[src/rtl/sita_pkg.sv]
// Shared types, constants and helpers for the integer-to-ASCII converter.
`timescale 1ns / 1ps

package sita_pkg;

    localparam int VALUE_W      = 16;
    localparam int RADIX_W      = 5;
    localparam int DIGIT_W      = 4;
    localparam int CHAR_W       = 8;
    localparam int RESULT_LIMIT = 16;
    localparam int SENT_W       = $clog2(RESULT_LIMIT + 1);

    // divider resolves this many quotient bits per clock
    localparam int DIV_BITS_PER_CYCLE = 4;
    localparam int DIV_CYCLES         = VALUE_W / DIV_BITS_PER_CYCLE;
    localparam int DIV_CNT_W          = $clog2(DIV_CYCLES);

    localparam logic [RADIX_W-1:0] RADIX_RESET = 5'd10;
    localparam logic [RADIX_W-1:0] RADIX_MIN   = 5'd2;
    localparam logic [RADIX_W-1:0] RADIX_MAX   = 5'd16;

    // register indexes
    localparam logic REG_RADIX = 1'b0;

    localparam logic [CHAR_W-1:0] CHAR_ZERO  = 8'h30;
    localparam logic [CHAR_W-1:0] CHAR_LOWA  = 8'h61;
    localparam logic [CHAR_W-1:0] CHAR_MINUS = 8'h2D;

    typedef enum logic [2:0] {
        ST_IDLE,
        ST_DIVIDE,
        ST_SIGN,
        ST_FETCH,
        ST_SEND
    } state_t;

    typedef struct packed {
        logic load;        // capture new value, clear digit count
        logic div_step;    // one divider step
        logic commit;      // last divider cycle: store digit, restart remainder
        logic send_sign;   // put '-' on the output
        logic send_digit;  // put the fetched digit on the output
    } cmd_t;

    typedef struct packed {
        logic quot_zero;   // quotient after this divider cycle is zero
        logic store_full;  // digit store has one free slot left
        logic negative;
        logic last_char;   // digit being sent ends the text
    } status_t;

    function automatic logic [CHAR_W-1:0] glyph(input logic [DIGIT_W-1:0] d);
        logic [CHAR_W-1:0] dx;
        dx = {{(CHAR_W-DIGIT_W){1'b0}}, d};
        if (d < 4'd10)
            glyph = CHAR_ZERO + dx;
        else
            glyph = CHAR_LOWA + dx - 8'd10;
    endfunction

endpackage

[src/rtl/sita_regs.sv]
// APB register file: holds the radix register and its clamped form.
`timescale 1ns / 1ps

module sita_regs
    import sita_pkg::*;
(
    input  logic               clk,
    input  logic               rst_n,
    input  logic               psel,
    input  logic               penable,
    input  logic               pwrite,
    input  logic [2:0]         paddr,
    input  logic [31:0]        pwdata,
    output logic [31:0]        prdata,
    output logic               pready,
    output logic [RADIX_W-1:0] base
);

    logic [RADIX_W-1:0] radix_reg;
    logic [RADIX_W-1:0] radix_next;
    logic               wr_en;

    assign pready = 1'b1;
    assign wr_en  = psel && penable && pwrite && (paddr[2] == REG_RADIX);

    always_comb
    begin
        radix_next = radix_reg;
        if (wr_en)
            radix_next = pwdata[RADIX_W-1:0];
    end

    always_ff @(posedge clk or negedge rst_n)
    begin
        if (!rst_n)
            radix_reg <= RADIX_RESET;
        else
            radix_reg <= radix_next;
    end

    always_comb
    begin
        prdata = '0;
        if (paddr[2] == REG_RADIX)
            prdata = {{(32-RADIX_W){1'b0}}, radix_reg};
    end

    // out-of-range codes fold to the nearest legal base
    always_comb
    begin
        if (radix_reg < RADIX_MIN)
            base = RADIX_MIN;
        else if (radix_reg > RADIX_MAX)
            base = RADIX_MAX;
        else
            base = radix_reg;
    end

endmodule

[src/rtl/sita_ctrl.sv]
// Controller state machine: sequences divide, sign and digit transfers.
`timescale 1ns / 1ps

module sita_ctrl
    import sita_pkg::*;
(
    input  logic    clk,
    input  logic    rst_n,
    input  logic    start,
    input  status_t status,
    output cmd_t    cmd,
    output logic    busy
);

    state_t               state_reg;
    state_t               state_next;
    logic [DIV_CNT_W-1:0] step_reg;
    logic [DIV_CNT_W-1:0] step_next;

    always_ff @(posedge clk or negedge rst_n)
    begin
        if (!rst_n)
        begin
            state_reg <= ST_IDLE;
            step_reg  <= '0;
        end
        else
        begin
            state_reg <= state_next;
            step_reg  <= step_next;
        end
    end

    always_comb
    begin
        state_next = state_reg;
        step_next  = step_reg;
        cmd        = '0;
        busy       = (state_reg != ST_IDLE);
        case (state_reg)
            ST_IDLE:
            begin
                if (start)
                begin
                    cmd.load   = 1'b1;
                    step_next  = '0;
                    state_next = ST_DIVIDE;
                end
            end
            ST_DIVIDE:
            begin
                cmd.div_step = 1'b1;
                step_next    = step_reg + 1'b1;
                if (step_reg == DIV_CNT_W'(DIV_CYCLES - 1))
                begin
                    cmd.commit = 1'b1;
                    step_next  = '0;
                    if (status.quot_zero || status.store_full)
                        state_next = status.negative ? ST_SIGN : ST_FETCH;
                end
            end
            ST_SIGN:
            begin
                // digit read for the top digit runs in this cycle too
                cmd.send_sign = 1'b1;
                state_next    = ST_SEND;
            end
            ST_FETCH:
            begin
                state_next = ST_SEND;
            end
            ST_SEND:
            begin
                cmd.send_digit = 1'b1;
                state_next     = status.last_char ? ST_IDLE : ST_FETCH;
            end
            default:
            begin
                state_next = ST_IDLE;
            end
        endcase
    end

endmodule

[src/rtl/sita_dp.sv]
// Datapath: shared radix divider, digit store and output register.
`timescale 1ns / 1ps

module sita_dp
    import sita_pkg::*;
#(
    parameter int DIGIT_SLOTS = 16
)
(
    input  logic                       clk,
    input  logic                       rst_n,
    input  cmd_t                       cmd,
    input  logic signed [VALUE_W-1:0]  value,
    input  logic [RADIX_W-1:0]         base,
    output status_t                    status,
    output logic                       char_valid,
    output logic [CHAR_W-1:0]          character,
    output logic                       last
);

    localparam int AW = $clog2(DIGIT_SLOTS);
    localparam int CW = $clog2(DIGIT_SLOTS + 1);

    logic [VALUE_W-1:0] div_reg,  div_next;
    logic [RADIX_W-1:0] rem_reg,  rem_next;
    logic [RADIX_W-1:0] base_reg;
    logic [CW-1:0]      count_reg;
    logic [AW-1:0]      ptr_reg;
    logic [SENT_W-1:0]  sent_reg;
    logic               neg_reg;

    logic [DIGIT_W-1:0] digit_mem [DIGIT_SLOTS];
    logic [DIGIT_W-1:0] rd_data_reg;

    logic               valid_reg;
    logic [CHAR_W-1:0]  char_reg;
    logic               last_reg;

    logic [VALUE_W-1:0] mag;

    // two's-complement magnitude; -32768 lands on 0x8000 naturally
    assign mag = value[VALUE_W-1] ? (~value + 1'b1) : value;

    // restoring division, four quotient bits per cycle
    always_comb
    begin
        logic [RADIX_W-1:0] r;
        logic [VALUE_W-1:0] d;
        r = rem_reg;
        d = div_reg;
        for (int i = 0; i < DIV_BITS_PER_CYCLE; i++)
        begin
            r = {r[RADIX_W-2:0], d[VALUE_W-1]};
            d = {d[VALUE_W-2:0], 1'b0};
            if (r >= base_reg)
            begin
                r    = r - base_reg;
                d[0] = 1'b1;
            end
        end
        div_next = d;
        rem_next = r;
    end

    assign status.quot_zero  = (div_next == '0);
    assign status.store_full = (count_reg == CW'(DIGIT_SLOTS - 1));
    assign status.negative   = neg_reg;
    assign status.last_char  = (ptr_reg == '0) ||
                               (sent_reg == SENT_W'(RESULT_LIMIT - 1));

    always_ff @(posedge clk or negedge rst_n)
    begin
        if (!rst_n)
        begin
            count_reg <= '0;
            neg_reg   <= 1'b0;
            valid_reg <= 1'b0;
            sent_reg  <= '0;
            ptr_reg   <= '0;
        end
        else
        begin
            valid_reg <= cmd.send_sign || cmd.send_digit;
            if (cmd.load)
            begin
                count_reg <= '0;
                neg_reg   <= value[VALUE_W-1];
                sent_reg  <= '0;
            end
            if (cmd.commit)
            begin
                count_reg <= count_reg + 1'b1;
                ptr_reg   <= count_reg[AW-1:0];   // index of the newest digit
            end
            if (cmd.send_sign || cmd.send_digit)
                sent_reg <= sent_reg + 1'b1;
            if (cmd.send_digit)
                ptr_reg <= ptr_reg - 1'b1;
        end
    end

    always_ff @(posedge clk)
    begin
        if (cmd.load)
        begin
            div_reg  <= mag;
            rem_reg  <= '0;
            base_reg <= base;
        end
        else if (cmd.div_step)
        begin
            div_reg <= div_next;
            rem_reg <= cmd.commit ? '0 : rem_next;
        end
        if (cmd.send_sign)
        begin
            char_reg <= CHAR_MINUS;
            last_reg <= 1'b0;
        end
        else if (cmd.send_digit)
        begin
            char_reg <= glyph(rd_data_reg);
            last_reg <= status.last_char;
        end
    end

    // digit store, least significant digit at index zero
    always_ff @(posedge clk)
    begin
        if (cmd.commit)
            digit_mem[count_reg[AW-1:0]] <= rem_next[DIGIT_W-1:0];
        rd_data_reg <= digit_mem[ptr_reg];
    end

    assign char_valid = valid_reg;
    assign character  = char_reg;
    assign last       = last_reg;

endmodule

[src/rtl/short_int_to_ascii_base_core.sv]
// Top level of the signed 16-bit integer to ASCII text converter.
`timescale 1ns / 1ps

// Converts one signed 16-bit value per start into its text form in the base
// held by the radix register (2..16; codes 0 and 1 act as 2, codes above 16
// act as 16). Characters leave most significant digit first, one per
// char_valid pulse, with '-' ahead of negative values and lower-case letters
// for digits above nine. The final character of a number has last set; no
// terminator follows. Text longer than sixteen characters (only -32768 in
// base 2) is cut to its first sixteen, last set on the sixteenth.
// The output side cannot stall: each character is on character/last for
// exactly one cycle while char_valid is high and must be taken then.
// A value is accepted on a clock edge with start high and busy low.
// While busy is high the block divides out each digit (the shared divider
// resolves four quotient bits per cycle) and then transfers the digits, each
// as a digit store read followed by an output register load. The '-' of a
// negative value goes out in the cycle that reads the top digit, in place of
// a separate read step. The last character appears in the first cycle with
// busy low, and start may already be high in that cycle.
// The radix register sits at byte address 0 of the APB port; write it only
// while busy is low.

module short_int_to_ascii_base_core
    import sita_pkg::*;
#(
    parameter int DIGIT_SLOTS = 16
)
(
    input  logic                      clk,
    input  logic                      rst_n,
    // command side
    input  logic                      start,
    output logic                      busy,
    input  logic signed [VALUE_W-1:0] value,
    // result side, one transfer per char_valid pulse
    output logic                      char_valid,
    output logic [CHAR_W-1:0]         character,
    output logic                      last,
    // configuration
    input  logic                      psel,
    input  logic                      penable,
    input  logic                      pwrite,
    input  logic [2:0]                paddr,
    input  logic [31:0]               pwdata,
    output logic [31:0]               prdata,
    output logic                      pready
);

    cmd_t               cmd;
    status_t            status;
    logic [RADIX_W-1:0] base;

    sita_regs u_regs (
        .clk     (clk),
        .rst_n   (rst_n),
        .psel    (psel),
        .penable (penable),
        .pwrite  (pwrite),
        .paddr   (paddr),
        .pwdata  (pwdata),
        .prdata  (prdata),
        .pready  (pready),
        .base    (base)
    );

    sita_ctrl u_ctrl (
        .clk    (clk),
        .rst_n  (rst_n),
        .start  (start),
        .status (status),
        .cmd    (cmd),
        .busy   (busy)
    );

    sita_dp #(
        .DIGIT_SLOTS (DIGIT_SLOTS)
    ) u_dp (
        .clk        (clk),
        .rst_n      (rst_n),
        .cmd        (cmd),
        .value      (value),
        .base       (base),
        .status     (status),
        .char_valid (char_valid),
        .character  (character),
        .last       (last)
    );

endmodule

[config.mk]
export PLATFORM = sky130hd
export DESIGN_NAME = short_int_to_ascii_base_core
export DESIGN_NICKNAME = d
export VERILOG_FILES = /design/src/rtl/sita_pkg.sv /design/src/rtl/sita_regs.sv /design/src/rtl/sita_ctrl.sv /design/src/rtl/sita_dp.sv /design/src/rtl/short_int_to_ascii_base_core.sv
export SDC_FILE = /design/constraint.sdc
export NUM_CORES = 1
export LEC_CHECK = 0
export BUFFER_PORTS_ARGS = -buffer_cell sky130_fd_sc_hd__buf_4
export CORE_MARGIN = 1.5
export CORE_UTILIZATION = 55
export DETAILED_ROUTE_END_ITERATION = 8
export PLACE_DENSITY = 0.87
export SLEW_MARGIN = 25
export SYNTH_ARGS = -nofsm -noshare
export SYNTH_HDL_FRONTEND = slang
export SYNTH_HIERARCHICAL = 1
export SYNTH_SLANG_ARGS = --single-unit
[constraint.sdc]
create_clock -name clk -period 16.6 [get_ports clk]
set_clock_uncertainty 0.05 [all_clocks]
set_input_delay 0.83 -clock clk [delete_from_list [all_inputs] [get_ports clk]]
set_output_delay 0.83 -clock clk [all_outputs]
set_load 0.02 [all_outputs]
Word level (Yosys, flattened, before mapping)
Memories as Yosys holds them, arrays and structs flattened. A register that Yosys moved wholly into a read port is not among the register bits.
Index checks and enable logic that the tools add are counted.
- register bits: 60
- bits in writable memories: 64
- bits of input ports: 57
- output and inout port bits: 44
- word-level logic and storage cells: 102
- memories: 1
- memories (name ; words ; width ; read ports ; clocked after Yosys merged registers in ; wr ports ; line ; RTL):
    u_dp.digit_mem ; 16 ; 4 ; 1 ; 1 ; 1 ; sita_dp.sv:32 ; logic [DIGIT_W-1:0] digit_mem [DIGIT_SLOTS];
- $add $sub $neg: 12
- $lt $le $gt $ge: 7
- equality and inequality tests: 10
- mux-type cells: 37
- bitwise gates (word level): 2
- reduce and logical (&&, ||, !) cells: 19
- operators with widths (operator ; number):
    $mux 16 ; 3
    $mux 4 ; 7
    $mux 5 ; 5
    $ge 5x5->1 ; 4
    $add 16x1->16 const B ; 1
    $logic_not 16->1 ; 1
    $not 16->16 ; 1
    $sub 4x4->4 ; 4
    $mux 1 ; 12
    $pmux 3 s4 ; 1
    $add 5x1->5 const B ; 2
    $eq 5x4->1 const B ; 2
    $reduce_bool 2->1 ; 5
    $mux 3 ; 3
    $add 7x4->8 const A ; 1
    $mux 2 ; 4
    $mux 8 ; 1
    $sub 8x4->8 const B ; 1
    $add 6x4->7 const A ; 1
    $eq 3x2->1 const B ; 2
    $gt 5x5->1 const B ; 1
    $lt 5x2->1 const B ; 1
    $logic_not 4->1 ; 1
    $lt 4x4->1 const B ; 1
    16 further kinds ; 22

Longest topological paths before layout
Gate-level depths: netlist of run 1.
- word-level depth: 13
- mapped depth: 28

Modules after synthesis
Netlist of run 1, hierarchy kept.
- by module, submodules not included (module ; times used ; cells an instance ; area an instance (um^2) ; seq. area each (um^2)):
    sita_dp ; 1 ; 511 ; 5982.0 ; 3273.1
    sita_regs ; 1 ; 53 ; 511.7 ; 127.6
    sita_ctrl ; 1 ; 31 ; 282.8 ; 125.1

Least setup slack after synthesis of run 1
No wires, ideal clock.
- path kind: register to register
- start point: register u_dp.base_reg[1]
- end point: memory u_dp.digit_mem[0][2] (data pin)
- setup time: 0.294 ns
- arrival time: 5.199 ns
- slack: 11.057 ns
- cell stages (with the launch flop): 22
- cell sequence: edfxtp_1 -> inv_1 -> ha_1 -> a21o_1 -> a31oi_1 -> o21ai_2 -> mux2_4 -> ha_1 -> a21o_1 -> a31oi_1 -> o21ai_2 -> mux2_2 -> ha_1 -> nand2_1 -> o21ai_2 -> mux2_2 -> ha_1 -> nand2_1 -> o31ai_1 -> clkbuf_1 -> inv_1 -> o22ai_1
- longest elaborated chain between the ends: 8
- elaborated cells on any way between the ends: 12
- ends and longest elaborated chain (what ; line ; RTL):
    start: declaration ; sita_dp.sv:26 ; logic [RADIX_W-1:0] base_reg;
    start signal: assignment ; sita_dp.sv:108 ; base_reg <= base;
    $sub 4x4->4 / $ge 5x5->1 (equally long branches) ; sita_dp.sv:57, sita_dp.sv:55 ;
    $mux 4 ; sita_dp.sv:55 ; if (r >= base_reg)
    $sub 4x4->4 / $ge 5x5->1 (equally long branches) ; sita_dp.sv:57, sita_dp.sv:55 ;
    $mux 4 ; sita_dp.sv:55 ;
    $ge 5x5->1 / $sub 4x4->4 (equally long branches) ; sita_dp.sv:55, sita_dp.sv:57 ;
    $mux 4 ; sita_dp.sv:55 ;
    $sub 4x4->4 / $ge 5x5->1 (equally long branches) ; sita_dp.sv:57, sita_dp.sv:55 ;
    $mux 4 * ; sita_dp.sv:55 ;
    via u_dp.rem_next[2] ; sita_dp.sv:25 ; logic [RADIX_W-1:0] rem_reg, rem_next;
    end: declaration ; sita_dp.sv:32 ;
The timed path passes the listed nets; every way through them passes the cells marked *.

==> flow_summary.toml, run 1 <==
[yosys]
yosys.cell_count.top_type = "edfxtp_1"
synth_warnings = 6
ys_async_sr_fraction = 0.205
synth_cell_type_count = 58
syn_area_per_cell_um2 = 11.4
synth_cells = 595
yosysTopAreaCellShare = 0.377
synthFlopType = "edfxtp_1"
ys_seq_area_frac = 0.520
synth_common_cells = "edfxtp_1, nor2_1, nand2_1"
ys_seq_elements = 127
synth_area_leaders = "edfxtp_1, dfrtp_1, ha_1"
synth-edff-count = 85
yosysTopAreaCell = "edfxtp_1"
synth.cell_area_um2 = 6780

[finish]
multi_input_area_um2 = 2920
fillers = 881
syn2layout_area_growth_pct = 13.4
largest_register_ff_count = 64
drive_gt1_frac = 0.193
finalNetCount = 731
ff_latch_area_um2 = 3530
stdcell_area_um2 = 7690
n_antenna_cell = 0

[clock_network]
cts_buffer_depth = 2
numClockSinks = 127
htree_levels = 4
clk_pin_slew_ns = 0.06
cts_buffers = 17
cts_tree = "yes"
cts_resized = 0
cts_hold_buf = 0
clockRootBuffer = "clkbuf_16"
postCtsSetupBuffers = 0
clk_latency_ns = 0.41

[global_route]
grt_use_total = 0.226
grt_pass1_vias = 4600
overflow = 0
antenna_found_initial = 0
grt_max_degree = 40
grt_pass1_wl_mm = 22.3

[place]
dp_hpwl_mm = 9.74
port_buffers = 42
placed_area_um2 = 7120
routabilityCongestion = 0.863

[route]
vias = 4655
drtIter0Drc = 281
antenna_violating_nets_post_route = 0
vias_per_cell = 5.83
wirelength_mm = 13.8
wire_per_inst_um = 17.2
drtPass1Iterations = 7
route.detailed.drc = 0

[worst_setup_path]
r2r-start = "u_dp/base_reg[1]"
worst_ep_arrival_time_ns = 6.70
path_delay_family = "compound AO/OA/AOI/OAI gates"
critPathSlowestCell = "edfxtp_1"
crit_type = "flip-flop to flip-flop"
critPathRequiredTime_ns = 16.88
end_kind = "flip-flop"
cpMostUsedCell = "ha_1"
cp_max_fo = 11
crit_buf_inv = 3
critPathLaunch = "u_dp/base_reg[1]"
start_kind = "flip-flop"
slowest_delay_ns = 0.52

[run_status]
status = "finished clean"

[die]
die_area_um2 = 13000
initial_utilization = 0.564
die_h_um = 114
die_w_um = 114
fp-row-count = 40
core-area_um2 = 12000
io_pins = 101

[sta]
timing.fmax_ghz = 0.156
fin_crit_ns = 6.42
finalSetupViolCount = 0
hold_viol = 0
min_period_over_period = 0.387
tightest_slew_ns = 0.692
slew_headroom = 0.535
slew_violations = 0
tns_ns = 0
fin_hold_ws_ns = 0.263
rsz0062_at_grt = "false"

[hold_path]
holdCritPathClass = "input pin to async pin"

[run]
maxCapViolations = 0
==> kinds of logic (layout without fill, tap and decap cells) <==
logic type               after synthesis  after routing  synth area share
AO/OA/AOI/OAI                        107            107             0.100
XOR/XNOR                              27             27            0.0349
adder cells (fa/ha/maj)               35             35            0.0691
buffers and inverters                 85            116            0.0646
flip-flops                           127            127             0.520
multiplexers                          50             50            0.0932
other                                  3             29           0.00166
AND/OR/NAND/NOR                      161            161             0.116
==> metrics by stage <==
stage | setup WS, ns | std cells | utilization
detailed placement | 10.02 | 767 | 0.593
finish | 10.18 | 799 | 0.640
global route | 9.81 | 799 | 0.640
floorplan | 11.06 | 621 | -
CTS | 10.03 | 799 | 0.639
global placement | 10.35 | 767 | 0.593
==> layer usage <==
layer,part of all wire,vias up,track usage
li1,-,2157,-
met1,0.40,2271,0.268
met4,0.015,0,0.0767
met3,0.074,26,0.0584
met5,0,-,0
met2,0.51,201,0.401
==> cell type report <==
cell class / instances / share of cell area
clock buffer: 22 / 0.0618
clock inverter: 10 / 0.0114
inverter: 36 / 0.0176
multi-input combinational: 409 / 0.380
sequential: 127 / 0.459
tap: 147 / 0.0239
timing repair buffer: 48 / 0.0469
==> final timing paths <==
path,cells past startpoint,end,slack [ns]
max in group asynchronous,1,u_regs/radix_reg[1],15.94
min reg2reg,1,u_dp/character[5],0.39
max,26,u_ctrl/state_reg[1],10.18
min in group clk,1,u_dp/character[5],0.39
min,1,u_dp/neg_reg,0.26
max reg2reg,26,u_ctrl/state_reg[1],10.18
==> cells in the final DEF (no fill, tap or decap), drive strengths merged, types with 6 or more instances in the layout <==
| master | count |
|---|---|
| o21ai | 28 |
| dfxtp | 16 |
| xnor2 | 12 |
| dfrtp | 24 |
| and2b | 6 |
| nor2b | 7 |
| nand2 | 46 |
| edfxtp | 85 |
| mux4 | 8 |
| ha | 31 |
| nand2b | 11 |
| mux2i | 23 |
| buf | 48 |
| conb | 29 |
| mux2 | 19 |
| inv | 35 |
| xor2 | 15 |
| o31ai | 7 |
| nor2 | 59 |
| a21o | 7 |
| a21oi | 35 |
| clkbuf | 22 |
Power of run 1 is left out: the tool's default activity adds up to more than one toggle a clock period on the data nets, which glitch-free logic cannot reach.
==> run 2: changes to the inputs <==
- ABC_AREA: default -> 1
- CORE_UTILIZATION: 55 -> 52
- clock period: 16.6 -> 5.2 ns (I/O delays scaled with it)
==> flow_summary.toml, run 2 <==
[place]
dp.cells = 986
placed_area_um2 = 7510
port_buffers = 42
routabilityCongestion = 0.888
dp_hpwl_mm = 10.3

[hold_path]
min_from = "pwdata[3]"
hold_end = "u_regs/radix_reg[3]"
whs_path_depth = 3
holdCritPathClass = "input pin to flip-flop"

[finish]
final_cell_mix = "nand2_1, nor2_1, edfxtp_1, buf_4, inv_1"
layout_commonest_cell = "nand2_1"
stdcell_area_um2 = 8490
n_antenna_cell = 0
finalNetCount = 937
largest_register_ff_count = 64
drive_gt1_frac = 0.225
final_cell_count_no_fill = 1030
syn2layout_area_growth_pct = 23.3

[die]
die_w_um = 118
die_h_um = 118
die_area_um2 = 14000
fp-row-count = 41
core-area_um2 = 12800
io_pins = 101
initial_utilization = 0.539

[yosys]
synth_common_cells = "nand2_1, nor2_1, edfxtp_1"
synth_cell_type_count = 47
ys_seq_elements = 127
ys_seq_area_frac = 0.512
ys_async_sr_fraction = 0.205
yosysTopAreaCellShare = 0.370
syn_area_per_cell_um2 = 9.11
synth_area_leaders = "edfxtp_1, dfrtp_1, nand2_1"
yosys.cell_count.top_type = "nand2_1"
synth-edff-count = 85
synthFlopType = "edfxtp_1"
synth.cell_area_um2 = 6890
synth_warnings = 6
synth_cells = 756
yosysTopAreaCell = "edfxtp_1"

[clock_network]
htree_levels = 4
cts_buffer_depth = 2
cts_tree = "yes"
clk_pin_slew_ns = 0.06
clk_latency_ns = 0.42
clockRootBuffer = "clkbuf_16"
cts_buffers = 17
numClockSinks = 127

[pwr]
clkPwrFrac = 0.494
p_sw_frac = 0.235
leakage_uw = 0.00377
cell_internal_pwr_uw = 1800
pwr-share-comb = 0.044
ir_drop_uv = 231
seqPwrFrac = 0.462
total_power_uw = 2350
power_switching_uw = 554
powerDensity_nw_per_um2 = 277

[sta]
hold_viol = 0
setup_slack_ns = -0.0938
timing.fmax_ghz = 0.189
rsz0062_at_grt = "true"
tightest_slew_ns = 0.819
finalSetupViolCount = 36
slew_violations = 0
min_period_over_period = 1.02
fin_crit_ns = 5.29
slew_headroom = 0.450

[route]
wire_per_inst_um = 16.3
route.met3.wl_mm = 1.52
vias_per_cell = 5.64
top_layer = "met4"
route.detailed.drc = 0
wl_met2_mm = 8.26
drtIter0Drc = 426
wirelength_mm = 16.8
vias = 5806
met1_length_mm = 6.35
antenna_violating_nets_post_route = 0
drtPass1Iterations = 5

[worst_setup_path]
slowest_delay_ns = 0.43
worstReg2RegEnd = "u_ctrl/state_reg[1]"
crit_buf_inv = 8
crit_type = "flip-flop to flip-flop"
critPathSlowestCell = "edfxtp_1"
worst_ep_arrival_time_ns = 5.59
path_delay_family = "simple AND/OR/NAND/NOR gates"
cpMostUsedCell = "nand2_1"
cp_max_fo = 5
rr_worst_depth = 40
rrSetupSlack_ns = -0.09
r2r-start = "u_dp/div_reg[15]"
end_kind = "flip-flop"
critPathRequiredTime_ns = 5.50
start_kind = "flip-flop"

[global_route]
overflow = 0
antenna_found_initial = 0
grt_pass1_wl_mm = 25.3
grt_max_degree = 36
grt_use_total = 0.232
grt_pass1_vias = 5495

[run]
maxCapViolations = 0

[run_status]
status = "complete, but fails checks"
violations = "negative setup slack"
run 2: cell types whose count changed after synthesis, moves of 17 or more:
cell / previous run / this run
o21ai_0: 25 / 71
nor2_1: 59 / 93
mux2_2: 17 / 0
inv_1: 35 / 83
nand2_1: 46 / 139
mux2i_1: 23 / 0
a21oi_1: 35 / 14
nand3_1: 4 / 33
run 2: worst register-to-register path: cells and delay by family (launching register included):
family | cells | cell delay [ns]
compound gates | 2 | 0.29
fa+ha+maj | 4 | 1.07
buf+inv | 8 | 0.91
flops | 1 | 0.43
simple gates | 26 | 2.48
run 2: area by class of cell:
| type | count | area [um2] |
|---|---|---|
| Sequential cell | 127 | 3530 |
| Fill cell | 880 | 4280 |
| Clock inverter | 13 | 115 |
| Inverter | 88 | 335 |
| Tap cell | 172 | 215 |
| Multi-Input combinational cell | 522 | 3110 |
| Timing Repair Buffer | 89 | 713 |
| Clock buffer | 19 | 475 |
run 2: power groups by stage:
stage / Clock [uW] / Sequential [uW] / Combinational (uW)
floorplan: 0 / 1110 / 81.7
global placement: 0 / 1110 / 99.6
detailed placement: 0 / 1110 / 102
CTS: 1180 / 1090 / 103
global route: 1220 / 1090 / 115
finish: 1160 / 1090 / 103
run 2: metrics by stage:
step	hold slack [ns]	setup TNS [ns]	utilization	setup WS, ns
floorplan	-0.0856	0	-	0.0827
global placement	0.137	0	0.588	0.0358
detailed placement	0.141	-3.36	0.588	-0.146
CTS	0.00267	0	0.637	0.00706
global route	0.0202	-19.54	0.665	-0.359
finish	0.0139	-1.67	0.665	-0.0938
run 2: how the worst max path moves through the flow:
stage,start,end,slack [ns],cells after the start
4_1_cts,u_dp/base_reg[2],u_dp/rem_reg[2],0.007,41
3_5_place_dp,u_dp/base_reg[2],u_dp/digit_mem[6][0],-0.15,37
6_report,u_dp/div_reg[15],u_ctrl/state_reg[1],-0.09,40
5_1_grt,u_dp/div_reg[15],u_dp/rem_reg[2],-0.36,42
3_3_place_gp,u_dp/div_reg[15],u_dp/digit_mem[4][0],0.04,32
2_1_floorplan,u_dp/base_reg[1],u_dp/digit_mem[0][1],0.08,33
run 2: kinds of logic (layout without fill, tap and decap cells):
family	count (synthesis)	in the layout	share of synthesized area
xor gates and xnor gates	17	17	0.0216
and+or+nand+nor	303	303	0.192
buffers and inverters	134	209	0.0906
other	3	29	0.00163
AOI/OAI and AO/OA	137	138	0.115
DFF	127	127	0.512
adders and majority gates	35	35	0.0679
run 2: timing repair:
action	4_1_cts	5_1_grt
resized for setup	7	60
hold buffers	1	0
setup buffers	0	9
endpoints found under the hold margin	26	0
pin swaps	0	20
endpoints found under the setup margin	68	71
cloned	0	2
run 2: layer usage:
layer,global-route usage,vias to the layer above
met5,0,-
met4,0.120,0
met3,0.0543,71
met2,0.402,352
met1,0.266,2693
li1,-,2690
Power figures use the tool's default switching activity.
==> run 3: changes to the inputs <==
- CORE_UTILIZATION: 52 -> 55
- clock period: 5.2 -> 6.4 ns (I/O delays scaled with it)
==> flow_summary.toml, run 3 (same netlist as run 2, synthesis figures left out) <==
[global_route]
grt_util_met3 = 0.0448
grt-busiest-layer = "met2"
grt_use_met2 = 0.382
grt_use_total = 0.227
grt_pass1_vias = 5138
grt_pass1_wl_mm = 23.5
overflow = 0
grt_max_degree = 36
antenna_found_initial = 0
met1_usage = 0.285

[sta]
fin_hold_ws_ns = 0.0833
min_period_over_period = 0.926
slew_headroom = 0.427
rsz0062_at_grt = "false"
slew_violations = 0
tightest_slew_ns = 0.854
tns_ns = 0
finalSetupViolCount = 0
timing.fmax_ghz = 0.169
fin_crit_ns = 5.93
hold_viol = 0

[clock_network]
cts_buffers = 17
clockRootBuffer = "clkbuf_16"
clk_pin_slew_ns = 0.06
cts_buffer_depth = 2
postCtsSetupBuffers = 0
cts_tree = "yes"
htree_levels = 4
numClockSinks = 127
clk_latency_ns = 0.41

[finish]
finalNetCount = 893
stdcell_area_um2 = 7850
final_cell_mix = "nand2_1, nor2_1, edfxtp_1, inv_1, o21ai_0"
layout_commonest_cell = "nand2_1"
n_antenna_cell = 0
final_cell_count_no_fill = 982
syn2layout_area_growth_pct = 13.9
largest_register_ff_count = 64
final_core_util = 0.648
fillers = 951
drive_gt1_frac = 0.133

[place]
dp.cells = 949
port_buffers = 42
dp_hpwl_mm = 9.98
placed_area_um2 = 7240
routabilityCongestion = 0.900

[route]
drtIter0Drc = 364
vias = 5306
antenna_violating_nets_post_route = 0
wire_per_inst_um = 14.5
route.detailed.drc = 0
wirelength_mm = 14.3
vias_per_cell = 5.40
drtPass1Iterations = 5

[die]
io_pins = 101
core-area_um2 = 12100
die_h_um = 115
die_area_um2 = 13200
die_w_um = 115
initial_utilization = 0.569
fp-row-count = 40

[worst_setup_path]
end_kind = "flip-flop"
slowest_delay_ns = 0.51
crit_type = "flip-flop to flip-flop"
cp_max_fo = 16
start_kind = "flip-flop"
r2r-start = "u_dp/base_reg[1]"
rr_worst_depth = 34
cpMostUsedCell = "nand2_1"
worstReg2RegEnd = "u_dp/digit_mem[13][3]"
critPathRequiredTime_ns = 6.46
critPathSlowestCell = "edfxtp_1"
rrSetupSlack_ns = 0.47
worst_ep_arrival_time_ns = 5.99

[hold_path]
min_from = "pwdata[1]"
whs_path_depth = 3
holdCritPathClass = "input pin to flip-flop"
hold_end = "u_regs/radix_reg[1]"

[pwr]
powerDensity_nw_per_um2 = 245
power_switching_uw = 457
seqPwrFrac = 0.460
cell_internal_pwr_uw = 1460
clkPwrFrac = 0.497
pwr-share-comb = 0.043
p_sw_frac = 0.238
ir_drop_uv = 177
leakage_uw = 0.00351

[run_status]
status = "finished clean"

[run]
maxCapViolations = 0
## run 3: critical path: cells and delay by family, from the launching register on
family	cells	cell delay, ns
compound gates	3	0.51
fa+ha+maj	4	1.26
buf+inv	3	0.54
flops	1	0.51
simple gates	24	2.72
## run 3: final cells by class
class	instances	area, um2	area share
flip-flops and latches	127	3530	0.449
multi-input cells	521	2840	0.362
clock buffers	17	425	0.0542
repair buffers	46	348	0.0443
inverters	88	330	0.0421
well taps	168	210	0.0268
clock inverters	15	168	0.0214
## run 3: stage by stage
stage | setup slack [ns] | total power, uW
after floorplan | 1.02 | 965
after global placement | 0.533 | 982
after detailed placement | 0.455 | 983
after CTS | 0.371 | 1930
after global routing | 0.00664 | 1980
final | 0.474 | 1920
## run 3: worst max-delay path by stage
stage	start	end	slack (ns)	cells after the start
after global placement	u_dp/base_reg[1]	u_dp/digit_mem[7][3]	0.53	35
after CTS	u_dp/base_reg[1]	u_dp/digit_mem[1][3]	0.37	36
after global routing	u_dp/base_reg[1]	u_dp/digit_mem[14][2]	0.007	36
after floorplan	u_dp/base_reg[1]	u_dp/digit_mem[0][1]	1.02	33
after detailed placement	u_dp/base_reg[1]	u_dp/digit_mem[7][3]	0.45	36
final	u_dp/base_reg[1]	u_dp/digit_mem[13][3]	0.47	34
## run 3: power groups by stage
stage | logic (uW) | clock network [uW] | registers, uW
3_3_place_gp | 81.8 | 0 | 900
3_5_place_dp | 83.0 | 0 | 900
4_1_cts | 83.6 | 967 | 883
2_1_floorplan | 66.4 | 0 | 898
6_report | 83.2 | 954 | 883
5_1_grt | 95.5 | 1000 | 884
## run 3: timing repair
item                                   in CTS  in global routing
endpoints found under the hold margin      24                  0
gates resized for setup                     0                  2
hold buffers                                1                  0
setup endpoints to repair                   0                 33
## run 3: layer usage
layer / part of all wire / vias up
li1: - / 2593
met1: 0.42 / 2466
met2: 0.49 / 212
met3: 0.056 / 35
met4: 0.033 / 0
met5: 0 / -
